===== config.mk =====
export PLATFORM = sky130hd
export DESIGN_NAME = ws2812_spi_frame_encoder_unit
export DESIGN_NICKNAME = d
export VERILOG_FILES = /design/src/rtl/wsfe_pkg.sv /design/src/rtl/ws2812_spi_frame_encoder_unit.sv /design/src/rtl/wsfe_ctrl.sv /design/src/rtl/wsfe_dpath.sv
export SDC_FILE = /design/constraint.sdc
export NUM_CORES = 2
export LEC_CHECK = 0
export ABC_AREA = 1
export BUFFER_PORTS_ARGS = -buffer_cell sky130_fd_sc_hd__buf_4
export CELL_PAD_IN_SITES_DETAIL_PLACEMENT = 1
export CELL_PAD_IN_SITES_GLOBAL_PLACEMENT = 1
export CORE_MARGIN = 2
export CORE_UTILIZATION = 51
export DETAILED_ROUTE_END_ITERATION = 10
export GPL_ROUTABILITY_DRIVEN = 0
export HOLD_SLACK_MARGIN = 0.02
export PLACE_DENSITY = 0.83
export SKIP_LAST_GASP = 1
export SYNTH_ARGS = -nofsm -noshare
export SYNTH_HDL_FRONTEND = slang
export SYNTH_HIERARCHICAL = 1
export SYNTH_SLANG_ARGS = --single-unit

===== constraint.sdc =====
create_clock -name clk -period 5.9 [get_ports clk]
set_input_delay 1.18 -clock clk [delete_from_list [all_inputs] [get_ports clk]]
set_output_delay 1.18 -clock clk [all_outputs]
set_load 0.01 [all_outputs]

===== src/rtl/wsfe_pkg.sv =====
// ----------------------------------------------------------------------------
// WS2812 SPI frame encoder package
// Request and result types, control structs, gamma table and bit expansion.
// ----------------------------------------------------------------------------
`timescale 1ns / 1ps

package wsfe_pkg;

  localparam logic REQ_WRITE = 1'b0;
  localparam logic REQ_PULL  = 1'b1;

  localparam logic [2:0] CODE_ONE  = 3'h6;
  localparam logic [2:0] CODE_ZERO = 3'h4;

  localparam logic [1:0] CH_GREEN = 2'd0;
  localparam logic [1:0] CH_RED   = 2'd1;
  localparam logic [1:0] CH_BLUE  = 2'd2;

  localparam logic [1:0] PART_HIGH = 2'd0;
  localparam logic [1:0] PART_MID  = 2'd1;
  localparam logic [1:0] PART_LOW  = 2'd2;

  typedef struct packed {
    logic       req_type;
    logic [7:0] led_index;
    logic [7:0] red;
    logic [7:0] green;
    logic [7:0] blue;
  } in_req_t;

  typedef struct packed {
    logic [7:0] spi_byte;
    logic       frame_last;
  } out_res_t;

  typedef struct packed {
    logic capture;
    logic do_write;
    logic do_read;
    logic do_emit;
  } cmd_t;

  typedef struct packed {
    logic out_free;
  } status_t;

  localparam logic [7:0] GAMMA_LUT [256] = '{
    8'd0,   8'd0,   8'd0,   8'd0,   8'd0,   8'd0,   8'd0,   8'd0,
    8'd0,   8'd0,   8'd0,   8'd0,   8'd0,   8'd0,   8'd0,   8'd0,
    8'd0,   8'd0,   8'd0,   8'd0,   8'd0,   8'd0,   8'd0,   8'd0,
    8'd0,   8'd0,   8'd0,   8'd0,   8'd1,   8'd1,   8'd1,   8'd1,
    8'd1,   8'd1,   8'd1,   8'd1,   8'd1,   8'd1,   8'd1,   8'd1,
    8'd1,   8'd2,   8'd2,   8'd2,   8'd2,   8'd2,   8'd2,   8'd2,
    8'd2,   8'd3,   8'd3,   8'd3,   8'd3,   8'd3,   8'd3,   8'd3,
    8'd4,   8'd4,   8'd4,   8'd4,   8'd4,   8'd5,   8'd5,   8'd5,
    8'd5,   8'd6,   8'd6,   8'd6,   8'd6,   8'd7,   8'd7,   8'd7,
    8'd7,   8'd8,   8'd8,   8'd8,   8'd9,   8'd9,   8'd9,   8'd10,
    8'd10,  8'd10,  8'd11,  8'd11,  8'd11,  8'd12,  8'd12,  8'd13,
    8'd13,  8'd13,  8'd14,  8'd14,  8'd15,  8'd15,  8'd16,  8'd16,
    8'd17,  8'd17,  8'd18,  8'd18,  8'd19,  8'd19,  8'd20,  8'd20,
    8'd21,  8'd21,  8'd22,  8'd22,  8'd23,  8'd24,  8'd24,  8'd25,
    8'd25,  8'd26,  8'd27,  8'd27,  8'd28,  8'd29,  8'd29,  8'd30,
    8'd31,  8'd32,  8'd32,  8'd33,  8'd34,  8'd35,  8'd35,  8'd36,
    8'd37,  8'd38,  8'd39,  8'd39,  8'd40,  8'd41,  8'd42,  8'd43,
    8'd44,  8'd45,  8'd46,  8'd47,  8'd48,  8'd49,  8'd50,  8'd50,
    8'd51,  8'd52,  8'd54,  8'd55,  8'd56,  8'd57,  8'd58,  8'd59,
    8'd60,  8'd61,  8'd62,  8'd63,  8'd64,  8'd66,  8'd67,  8'd68,
    8'd69,  8'd70,  8'd72,  8'd73,  8'd74,  8'd75,  8'd77,  8'd78,
    8'd79,  8'd81,  8'd82,  8'd83,  8'd85,  8'd86,  8'd87,  8'd89,
    8'd90,  8'd92,  8'd93,  8'd95,  8'd96,  8'd98,  8'd99,  8'd101,
    8'd102, 8'd104, 8'd105, 8'd107, 8'd109, 8'd110, 8'd112, 8'd114,
    8'd115, 8'd117, 8'd119, 8'd120, 8'd122, 8'd124, 8'd126, 8'd127,
    8'd129, 8'd131, 8'd133, 8'd135, 8'd137, 8'd138, 8'd140, 8'd142,
    8'd144, 8'd146, 8'd148, 8'd150, 8'd152, 8'd154, 8'd156, 8'd158,
    8'd160, 8'd162, 8'd164, 8'd167, 8'd169, 8'd171, 8'd173, 8'd175,
    8'd177, 8'd180, 8'd182, 8'd184, 8'd186, 8'd189, 8'd191, 8'd193,
    8'd196, 8'd198, 8'd200, 8'd203, 8'd205, 8'd208, 8'd210, 8'd213,
    8'd215, 8'd218, 8'd220, 8'd223, 8'd225, 8'd228, 8'd231, 8'd233,
    8'd236, 8'd239, 8'd241, 8'd244, 8'd247, 8'd249, 8'd252, 8'd255
  };

  function automatic logic [23:0] expand_bits(input logic [7:0] c);
    logic [23:0] w;
    w = '0;
    for (int i = 0; i < 8; i++) begin
      w[3*i +: 3] = c[i] ? CODE_ONE : CODE_ZERO;
    end
    return w;
  endfunction

endpackage


===== src/rtl/ws2812_spi_frame_encoder_unit.sv =====
// ----------------------------------------------------------------------------
// WS2812 SPI frame encoder
// Stores gamma-corrected LED colors and returns the encoded SPI frame bytewise.
// ----------------------------------------------------------------------------
// A write request carries an LED index and raw red, green and blue bytes; each
// byte passes the gamma table and the result is stored for that LED. Indexes
// at or above NUM_LEDS are dropped. A pull request returns the next byte of
// the frame: RESET_LEAD_BYTES zero bytes, then green, red and blue for every
// LED, each color bit sent as three line bits. frame_last marks the final
// byte, after which the frame starts over.
// A write passes the request register and then the color memory write. A pull
// passes the request register, the registered color memory read and the result
// register, entering the result register once the output is free. No new
// request is taken until the current one is done. Writes produce no result.
// Reset clears the written flags and returns to the start of the frame; the
// color memory itself is not cleared, since unwritten LEDs send zero bytes.
// While the receiver stalls, the result holds, further writes may be accepted,
// and a pull then waits in its last step until the result is taken.
// ----------------------------------------------------------------------------
`timescale 1ns / 1ps

module ws2812_spi_frame_encoder_unit #(
  parameter int NUM_LEDS         = 64,
  parameter int RESET_LEAD_BYTES = 21
) (
  input  logic               clk,
  input  logic               rst_n,
  input  logic               in_valid,
  output logic               in_stall,
  input  wsfe_pkg::in_req_t  in_req,
  output logic               out_valid,
  input  logic               out_stall,
  output wsfe_pkg::out_res_t out_res
);

  wsfe_pkg::cmd_t    cmd;
  wsfe_pkg::status_t status;

  wsfe_ctrl u_ctrl (
    .clk         (clk),
    .rst_n       (rst_n),
    .in_valid    (in_valid),
    .in_req_type (in_req.req_type),
    .in_stall    (in_stall),
    .status      (status),
    .cmd         (cmd)
  );

  wsfe_dpath #(
    .NUM_LEDS         (NUM_LEDS),
    .RESET_LEAD_BYTES (RESET_LEAD_BYTES)
  ) u_dpath (
    .clk       (clk),
    .rst_n     (rst_n),
    .in_req    (in_req),
    .cmd       (cmd),
    .status    (status),
    .out_valid (out_valid),
    .out_res   (out_res),
    .out_stall (out_stall)
  );

endmodule


===== src/rtl/wsfe_ctrl.sv =====
// ----------------------------------------------------------------------------
// WS2812 SPI frame encoder controller
// Sequences request capture, color store writes, store reads and result emission.
// ----------------------------------------------------------------------------
`timescale 1ns / 1ps

module wsfe_ctrl (
  input  logic             clk,
  input  logic             rst_n,
  input  logic             in_valid,
  input  logic             in_req_type,
  output logic             in_stall,
  input  wsfe_pkg::status_t status,
  output wsfe_pkg::cmd_t    cmd
);

  typedef enum logic [3:0] {
    S_IDLE  = 4'b0001,
    S_WRITE = 4'b0010,
    S_READ  = 4'b0100,
    S_EMIT  = 4'b1000
  } state_t;

  state_t state_r;
  state_t state_nxt;

  always_comb begin
    state_nxt = state_r;
    cmd       = '0;
    in_stall  = 1'b1;
    unique case (state_r)
      S_IDLE: begin
        in_stall    = 1'b0;
        cmd.capture = in_valid;
        if (in_valid) begin
          state_nxt = (in_req_type == wsfe_pkg::REQ_PULL) ? S_READ : S_WRITE;
        end
      end
      S_WRITE: begin
        cmd.do_write = 1'b1;
        state_nxt    = S_IDLE;
      end
      S_READ: begin
        cmd.do_read = 1'b1;
        state_nxt   = S_EMIT;
      end
      S_EMIT: begin
        if (status.out_free) begin
          cmd.do_emit = 1'b1;
          state_nxt   = S_IDLE;
        end
      end
      default: begin
        state_nxt = S_IDLE;
      end
    endcase
  end

  always_ff @(posedge clk) begin
    if (!rst_n) begin
      state_r <= S_IDLE;
    end else begin
      state_r <= state_nxt;
    end
  end

endmodule


===== src/rtl/wsfe_dpath.sv =====
// ----------------------------------------------------------------------------
// WS2812 SPI frame encoder datapath
// Request register, color memory, written flags, frame position and result register.
// ----------------------------------------------------------------------------
`timescale 1ns / 1ps

module wsfe_dpath #(
  parameter int NUM_LEDS         = 64,
  parameter int RESET_LEAD_BYTES = 21
) (
  input  logic               clk,
  input  logic               rst_n,
  input  wsfe_pkg::in_req_t  in_req,
  input  wsfe_pkg::cmd_t     cmd,
  output wsfe_pkg::status_t  status,
  output logic               out_valid,
  output wsfe_pkg::out_res_t out_res,
  input  logic               out_stall
);

  localparam int AW  = (NUM_LEDS > 1) ? $clog2(NUM_LEDS) : 1;
  localparam int LCW = $clog2(RESET_LEAD_BYTES + 1);
  localparam logic [AW-1:0]  LED_LAST  = AW'(NUM_LEDS - 1);
  localparam logic [LCW-1:0] LEAD_LAST = LCW'(RESET_LEAD_BYTES - 1);
  localparam logic [7:0]     IDX_BOUND = 8'(NUM_LEDS);

  wsfe_pkg::in_req_t req_r;

  logic [23:0]         mem [NUM_LEDS];
  logic [NUM_LEDS-1:0] written_r;
  logic [23:0]         rd_data_r;
  logic                rd_hit_r;

  logic           lead_r;
  logic [LCW-1:0] lead_cnt_r;
  logic [AW-1:0]  led_r;
  logic [1:0]     chan_r;
  logic [1:0]     part_r;

  logic           lead_nxt;
  logic [LCW-1:0] lead_cnt_nxt;
  logic [AW-1:0]  led_nxt;
  logic [1:0]     chan_nxt;
  logic [1:0]     part_nxt;

  logic               out_valid_r;
  wsfe_pkg::out_res_t out_res_r;

  logic          idx_ok;
  logic [AW-1:0] waddr;
  logic [23:0]   wdata;
  logic [7:0]    color;
  logic [23:0]   wave;
  logic [7:0]    wave_byte;
  logic          is_last;

  assign idx_ok = req_r.led_index < IDX_BOUND;
  assign waddr  = req_r.led_index[AW-1:0];
  assign wdata  = {wsfe_pkg::GAMMA_LUT[req_r.green],
                   wsfe_pkg::GAMMA_LUT[req_r.red],
                   wsfe_pkg::GAMMA_LUT[req_r.blue]};

  always_ff @(posedge clk) begin
    if (cmd.capture) begin
      req_r <= in_req;
    end
  end

  always_ff @(posedge clk) begin
    if (cmd.do_write && idx_ok) begin
      mem[waddr] <= wdata;
    end
    if (cmd.do_read) begin
      rd_data_r <= mem[led_r];
      rd_hit_r  <= written_r[led_r];
    end
  end

  always_ff @(posedge clk) begin
    if (!rst_n) begin
      written_r <= '0;
    end else if (cmd.do_write && idx_ok) begin
      written_r[waddr] <= 1'b1;
    end
  end

  always_comb begin
    unique case (chan_r)
      wsfe_pkg::CH_GREEN: color = rd_data_r[23:16];
      wsfe_pkg::CH_RED:   color = rd_data_r[15:8];
      wsfe_pkg::CH_BLUE:  color = rd_data_r[7:0];
      default:            color = 8'h00;
    endcase
    wave = wsfe_pkg::expand_bits(color);
    unique case (part_r)
      wsfe_pkg::PART_HIGH: wave_byte = wave[23:16];
      wsfe_pkg::PART_MID:  wave_byte = wave[15:8];
      wsfe_pkg::PART_LOW:  wave_byte = wave[7:0];
      default:             wave_byte = 8'h00;
    endcase
  end

  assign is_last = !lead_r && (led_r == LED_LAST) && (chan_r == wsfe_pkg::CH_BLUE) &&
                   (part_r == wsfe_pkg::PART_LOW);

  always_comb begin
    lead_nxt     = lead_r;
    lead_cnt_nxt = lead_cnt_r;
    led_nxt      = led_r;
    chan_nxt     = chan_r;
    part_nxt     = part_r;
    if (lead_r) begin
      if (lead_cnt_r == LEAD_LAST) begin
        lead_nxt = 1'b0;
        led_nxt  = '0;
        chan_nxt = wsfe_pkg::CH_GREEN;
        part_nxt = wsfe_pkg::PART_HIGH;
      end else begin
        lead_cnt_nxt = lead_cnt_r + 1'b1;
      end
    end else if (part_r != wsfe_pkg::PART_LOW) begin
      part_nxt = part_r + 2'd1;
    end else begin
      part_nxt = wsfe_pkg::PART_HIGH;
      if (chan_r != wsfe_pkg::CH_BLUE) begin
        chan_nxt = chan_r + 2'd1;
      end else begin
        chan_nxt = wsfe_pkg::CH_GREEN;
        if (led_r == LED_LAST) begin
          lead_nxt     = 1'b1;
          lead_cnt_nxt = '0;
        end else begin
          led_nxt = led_r + 1'b1;
        end
      end
    end
  end

  always_ff @(posedge clk) begin
    if (!rst_n) begin
      lead_r     <= 1'b1;
      lead_cnt_r <= '0;
      led_r      <= '0;
      chan_r     <= wsfe_pkg::CH_GREEN;
      part_r     <= wsfe_pkg::PART_HIGH;
    end else if (cmd.do_emit) begin
      lead_r     <= lead_nxt;
      lead_cnt_r <= lead_cnt_nxt;
      led_r      <= led_nxt;
      chan_r     <= chan_nxt;
      part_r     <= part_nxt;
    end
  end

  always_ff @(posedge clk) begin
    if (!rst_n) begin
      out_valid_r <= 1'b0;
    end else if (cmd.do_emit) begin
      out_valid_r <= 1'b1;
    end else if (!out_stall) begin
      out_valid_r <= 1'b0;
    end
  end

  always_ff @(posedge clk) begin
    if (cmd.do_emit) begin
      out_res_r.spi_byte   <= (lead_r || !rd_hit_r) ? 8'h00 : wave_byte;
      out_res_r.frame_last <= is_last;
    end
  end

  assign status.out_free = !out_valid_r || !out_stall;
  assign out_valid       = out_valid_r;
  assign out_res         = out_res_r;

endmodule


After elaboration in Yosys (flattened, before gate mapping)

Memory sizes are Yosys's and may differ from the RTL's. A register that Yosys moved wholly into a read port is not among the register bits.
Cells that the tools add are included.

Register bits: 127
RAM bits: 1,536
ROM bits: 6,144
Input port bits: 37
Output and inout port bits: 11
Logic and storage cells: 128
Memories kept: 4

$add $sub $neg: 4
Order comparisons: 7
Equal/unequal tests: 20
Muxes and demuxes: 55
Bitwise logic cells: 4
Reductions and logical operators: 19

Memories:

| memory           | words | bits a word | rd ports | clocked after memory_dff | write ports | RTL line         | RTL |
|---|---|---|---|---|---|---|---|
| (name not given) | 256   | 8           | 1        | 0                        | 0           | wsfe_dpath.sv:59 | `assign wdata = {wsfe_pkg::GAMMA_LUT[req_r.green],` |
| (name not given) | 256   | 8           | 1        | 0                        | 0           | wsfe_dpath.sv:60 | `wsfe_pkg::GAMMA_LUT[req_r.red],` |
| (name not given) | 256   | 8           | 1        | 0                        | 0           | wsfe_dpath.sv:61 | `wsfe_pkg::GAMMA_LUT[req_r.blue]};` |
| u_dpath.mem      | 64    | 24          | 1        | 1                        | 1           | wsfe_dpath.sv:29 | `logic [23:0] mem [NUM_LEDS];` |

Operators with widths:

| operator            | number |
|---|---|
| $or 64x64->64       | 1 |
| $mux 8              | 6 |
| $pmux 8 s3          | 2 |
| $mux 6              | 5 |
| $mux 2              | 14 |
| $ge 9x9->1 const B  | 3 |
| $not 8->9           | 3 |
| $mux 5              | 5 |
| $mux 1              | 17 |
| $lt 6x7->1 const B  | 2 |
| $ne 2x2->1 const B  | 6 |
| $pmux 4 s3          | 1 |
| $reduce_and 5->1    | 2 |
| $lt 8x7->1 const B  | 1 |
| $mux 4              | 2 |
| $ne 2x1->1 const B  | 4 |
| $add 6x1->6 const B | 1 |
| $bmux 1 s6          | 1 |
| $demux 1 s6         | 1 |
| $eq 6x6->1 const B  | 1 |
| $ge 6x1->1 const B  | 1 |
| $add 5x1->5 const B | 1 |
| $eq 5x5->1 const B  | 1 |
| $logic_and 1x1->1   | 5 |
| other kinds (14)    | 23 |

Depth between registers and ports, before layout

Depth after elaboration: 5
Gate-level depth with buffers: 13
Depth with buffers taken out: 13

Hierarchy

Netlist, hierarchy kept.

By module, submodules not included:

| module     | times used | cells an instance | area an instance (um^2) |
|---|---|---|---|
| wsfe_dpath | 1          | 6,613             | 71,660.0 |
| wsfe_ctrl  | 1          | 32                | 224.0 |

Worst setup path before layout

Ideal clock, no wire load.

Path kind: flip-flop to flip-flop
Start point: register u_dpath/req_r[17] (netlist name)
End point: memory u_dpath.mem[0][11], data pin
Library setup time: 701 ps
Arrival time: 3,849 ps
Path slack: 1,349 ps
Stages on the path, launching flop included: 8
Buffers on the path: 0
Period minus slack after synthesis: 4,551 ps
Path through: edfxtp_1 > inv_1 > ha_1 > nor2_1 > nand2_1 > nand2_1 > nand3_1 > o21ai_0

Longest elaborated chain between the ends: 4

Ends and longest elaborated chain:

| item                                       | RTL line         | RTL |
|---|---|---|
| start: declaration                         | wsfe_dpath.sv:27 | `wsfe_pkg::in_req_t req_r;` |
| start signal: assignment                   | wsfe_dpath.sv:65 | `req_r <= in_req;` |
| $not 8->9 (implied by the code)            | wsfe_dpath.sv:60 |  |
| $mem_v2 256x8                              | n/a              |  |
| $mux 8 (implied by the code) (2 in series) | wsfe_dpath.sv:60 |  |
| via u_dpath.wdata[11]                      | wsfe_dpath.sv:51 | `logic [23:0] wdata;` |
| end: declaration                           | wsfe_dpath.sv:29 |  |

The timed path passes the listed nets, and every way through them passes these cells. The select of a mux whose other input is x is not followed.

Final worst setup path

Start point: register u_dpath/req_r[10] (netlist name)
End point: memory u_dpath.mem[30][20], data pin

Longest elaborated chain between the ends: 4

Ends and longest elaborated chain:

| item                                       | RTL line |
|---|---|
| $not 8->9 (implied by the code)            | wsfe_dpath.sv:59 |
| $mem_v2 256x8                              | n/a |
| $mux 8 (implied by the code) (2 in series) | wsfe_dpath.sv:59 |
| via u_dpath.wdata[20]                      | wsfe_dpath.sv:51 |

The timed path passes the listed nets, and every way through them passes these cells. The select of a mux whose other input is x is not followed.

==> flow_summary_export.csv <==
group,metric,value,unit
setup_path,start_kind,"flop",
worst_hold_path,hold_end,"u_dpath/written_r[7]$_SDFFE_PN0P_",
global_routing,antenna_found_initial,6,
timing,fmax,237.0,MHz
power,switchingPower,5.945,mW
timing,relSlewSlack,0.05283,
power,p_comb_frac,0.050,
timing,slew_violations,0,
logic_synthesis,async_reset_ff_frac,0,
setup_path,worstSetupEndpointType,"flop",
logic_synthesis,yosysTopAreaCell,"edfxtp_1",
timing,fin_skew,34.31,ps
clock_network,clk_pin_slew_worst_paths,60,ps
global_routing,grt_pass1_vias,56560,
placed_design,pre_cts_ws,1862,ps
worst_hold_path,min_from,"u_dpath/written_r[7]$_SDFFE_PN0P_",
logic_synthesis,syn_avg_cell_area,10.82,um2
power,clkPwrFrac,0.425,
global_routing,grt_first_pass_wirelength,356300,um
setup_path,crit_path_max_fanout,41,
timing,worst_slack,1681,ps
timing,period_minus_slack,4219,ps
logic_synthesis,synth_fp_nets,6742,
timing,hold_viol,0,
clock_network,max-clock-path-buffers,3,
setup_path,regToRegStartpoint,"u_dpath/req_r[10]$_DFFE_PP_",
die,start_util,0.5145,
logic_synthesis,ys_ff_latch,1687,
power,swShare,0.2297,
clock_network,h-tree-depth,4,
clock_network,holdBufCountCts,0,
drt,drt-met1-wl,90000,um
drt,vias,54110,
clock_network,cts_tree,"done",
timing,setup_violations,0,
drt,dr_wl_met3,23550,um
power,p_leak,28.86,nW
setup_path,worst-r2r-cell-count,11,
power,ir_drop,259.9,uV
drt,routed_via_density,6.273,
drt,drc_errors,0,
clock_network,cts_root_buf,"clkbuf_16",
die,die_y,379.4,um
setup_path,rr_endpoint,"u_dpath/mem[30][20]$_DFFE_PP_",
die,dieArea,144000,um2
logic_synthesis,synth_common_cells,"edfxtp_1, nand2_1, nor2_1",
global_routing,grt_max_degree,221,
run,maxCapViolCount,0,
die,ios,48,
logic_synthesis,synthFlopType,"edfxtp_1",
status,status,"completed",
worst_hold_path,hp-class,"flop to flop",
logic_synthesis,yosysSeqAreaShare,0.6929,
power,intPower,19.93,mW
worst_hold_path,holdPathStages,2,
clock_network,postCtsSetupRepairBufs,0,
final_layout,nets,6699,
drt,routed.top_layer,"met5",
setup_path,reg2reg_slack,1680,ps
drt,antenna_left,0,
clock_network,cts_sinks,1687,
placed_design,port_buffers,47,
logic_synthesis,synth.most_common_cell,"edfxtp_1",
logic_synthesis,synth_area_leaders,"edfxtp_1, nand2_1, nor2_1",
setup_path,cp.arrival,4830,ps
power,powerDensity,325.5,nW/um2
timing,tightest_slew,1419,ps
drt,dr_wl_met2,115700,um
logic_synthesis,synth_edf_count,1602,
global_routing,grtUsageTotal,0.3347,
final_layout,fin_cells,8626,
drt,routed_wl,242000,um
placed_design,dp_hpwl,137100,um
clock_network,cts_resized,0,
die,core_area,139700,um2
drt,wl_per_cell,28.05,um
clock_network,numCtsBuffers,174,
timing,fin_hold_ws,464.2,ps
power,share_seq_of_total_power,0.525,
final_layout,drive_gt1_frac,0.07616,
logic_synthesis,synth_top_cell_area_share,0.6692,
clock_network,clock_latency,840,ps
die,rows,137,
timing,fin_crit_sh,0.7151,
power,power,25.88,mW
logic_synthesis,synth_cells,6645,
global_routing,grt-ovfl-total,0,
final_layout,syn_to_final_growth,10.59,%
timing,finalSetupTns,0,ps
logic_synthesis,synth.distinct_cells,39,
drt,drtPass1Iterations,6,
setup_path,required,6510,ps
placed_design,place_inst,8301,
logic_synthesis,yosysWarnings,6,
drt,drtIter0Drc,6957,
timing,rsz0062_at_grt,"false",
die,dieWidth,379.4,um
logic_synthesis,netlist_area,71880,um2
setup_path,critPathKind,"flop to flop",
-- per-stage QoR --
stage / utilization / area, um2
after floorplan: - / 71880
after global placement: 0.5287 / 73850
after detailed placement: 0.5287 / 73850
after CTS: 0.5688 / 79470
after global routing: 0.5690 / 79500
final: 0.5691 / 79500
-- flip-flops by register name, indices dropped and copies added, names as in the netlist, 2 cells and up --
signal and count:
u_dpath/written_r 64, u_dpath/led_r 6, u_dpath/lead_cnt_r 5, u_dpath/chan_r 2, u_dpath/mem 1536, u_dpath/out_res 9
u_dpath/req_r 32, u_dpath/part_r 2, u_ctrl/state_r 4, u_dpath/rd_data_r 24
-- routing by layer --
layer,GRT usage,up-vias
li1,-,22920
met1,0.4342,27200
met2,0.5445,3262
met3,0.05840,731
met4,0.1678,6
met5,0,-
-- layout make-up --
cell class | count | area, um2
Antenna cell | 1 | 2.502
Fill cell | 14530 | 60200
Tap cell | 1876 | 2347
Clock buffer | 241 | 4828
Clock inverter | 82 | 785.8
Timing Repair Buffer | 171 | 1454
Inverter | 152 | 603.1
Sequential cell | 1687 | 49820
Multi-Input combinational cell | 4416 | 19660
-- critical path, cell delays in order (launching register included) --
cell	delay (ps)
edfxtp_1	880
inv_1	630
nor2_1	410
nand2_1	150
nand3_1	140
nand3_1	120
nand2_1	90
nand2_1	60
nand3_1	90
nand2_1	70
nand2_2	900
buf_4	460
-- worst max path at each step --
stage | start | endpoint | slack (ps)
detailed placement | u_dpath/req_r[10]$_DFFE_PP_ | u_dpath/mem[16][20]$_DFFE_PP_ | 1860
floorplan | u_dpath/req_r[17]$_DFFE_PP_ | u_dpath/mem[0][11]$_DFFE_PP_ | 1350
CTS | u_dpath/req_r[10]$_DFFE_PP_ | u_dpath/mem[30][20]$_DFFE_PP_ | 1830
global route | u_dpath/req_r[10]$_DFFE_PP_ | u_dpath/mem[20][20]$_DFFE_PP_ | 1470
global placement | u_dpath/req_r[10]$_DFFE_PP_ | u_dpath/mem[16][20]$_DFFE_PP_ | 2150
finish | u_dpath/req_r[10]$_DFFE_PP_ | u_dpath/mem[30][20]$_DFFE_PP_ | 1680
-- logic make-up after synthesis --
family	synth area share
AO/OA/AOI/OAI	0.06214
flip-flops	0.6929
adder cells (fa/ha/maj)	0.01044
buffers and inverters	0.03695
AND/OR/NAND/NOR	0.1968
XOR/XNOR	0.0007310
-- cell usage in the layout, fill, tap and decap left out, types with 30 or more instances in the layout --
master        n
edfxtp_1   1602
nand2_1    1497
nor2_1     1137
nand3_1     746
o21ai_0     524
a21oi_1     182
clkbuf_16   176
buf_4       158
inv_1       139
o21ai_1      93
dfxtp_1      81
ha_1         60
clkbuf_1     47
nor2_2       44
o211ai_1     34
clkinv_1     30
-- power groups by stage --
| stage | Clock, mW | Sequential (mW) | Combinational [mW] |
|---|---|---|---|
| after floorplan | 0 | 13.8 | 0.629 |
| after global placement | 0 | 13.8 | 1.17 |
| after detailed placement | 0 | 13.8 | 1.24 |
| after CTS | 11.1 | 13.6 | 1.25 |
| after global routing | 11.5 | 13.6 | 1.36 |
| final | 11.0 | 13.6 | 1.30 |
(Power assumes the default switching activity.)
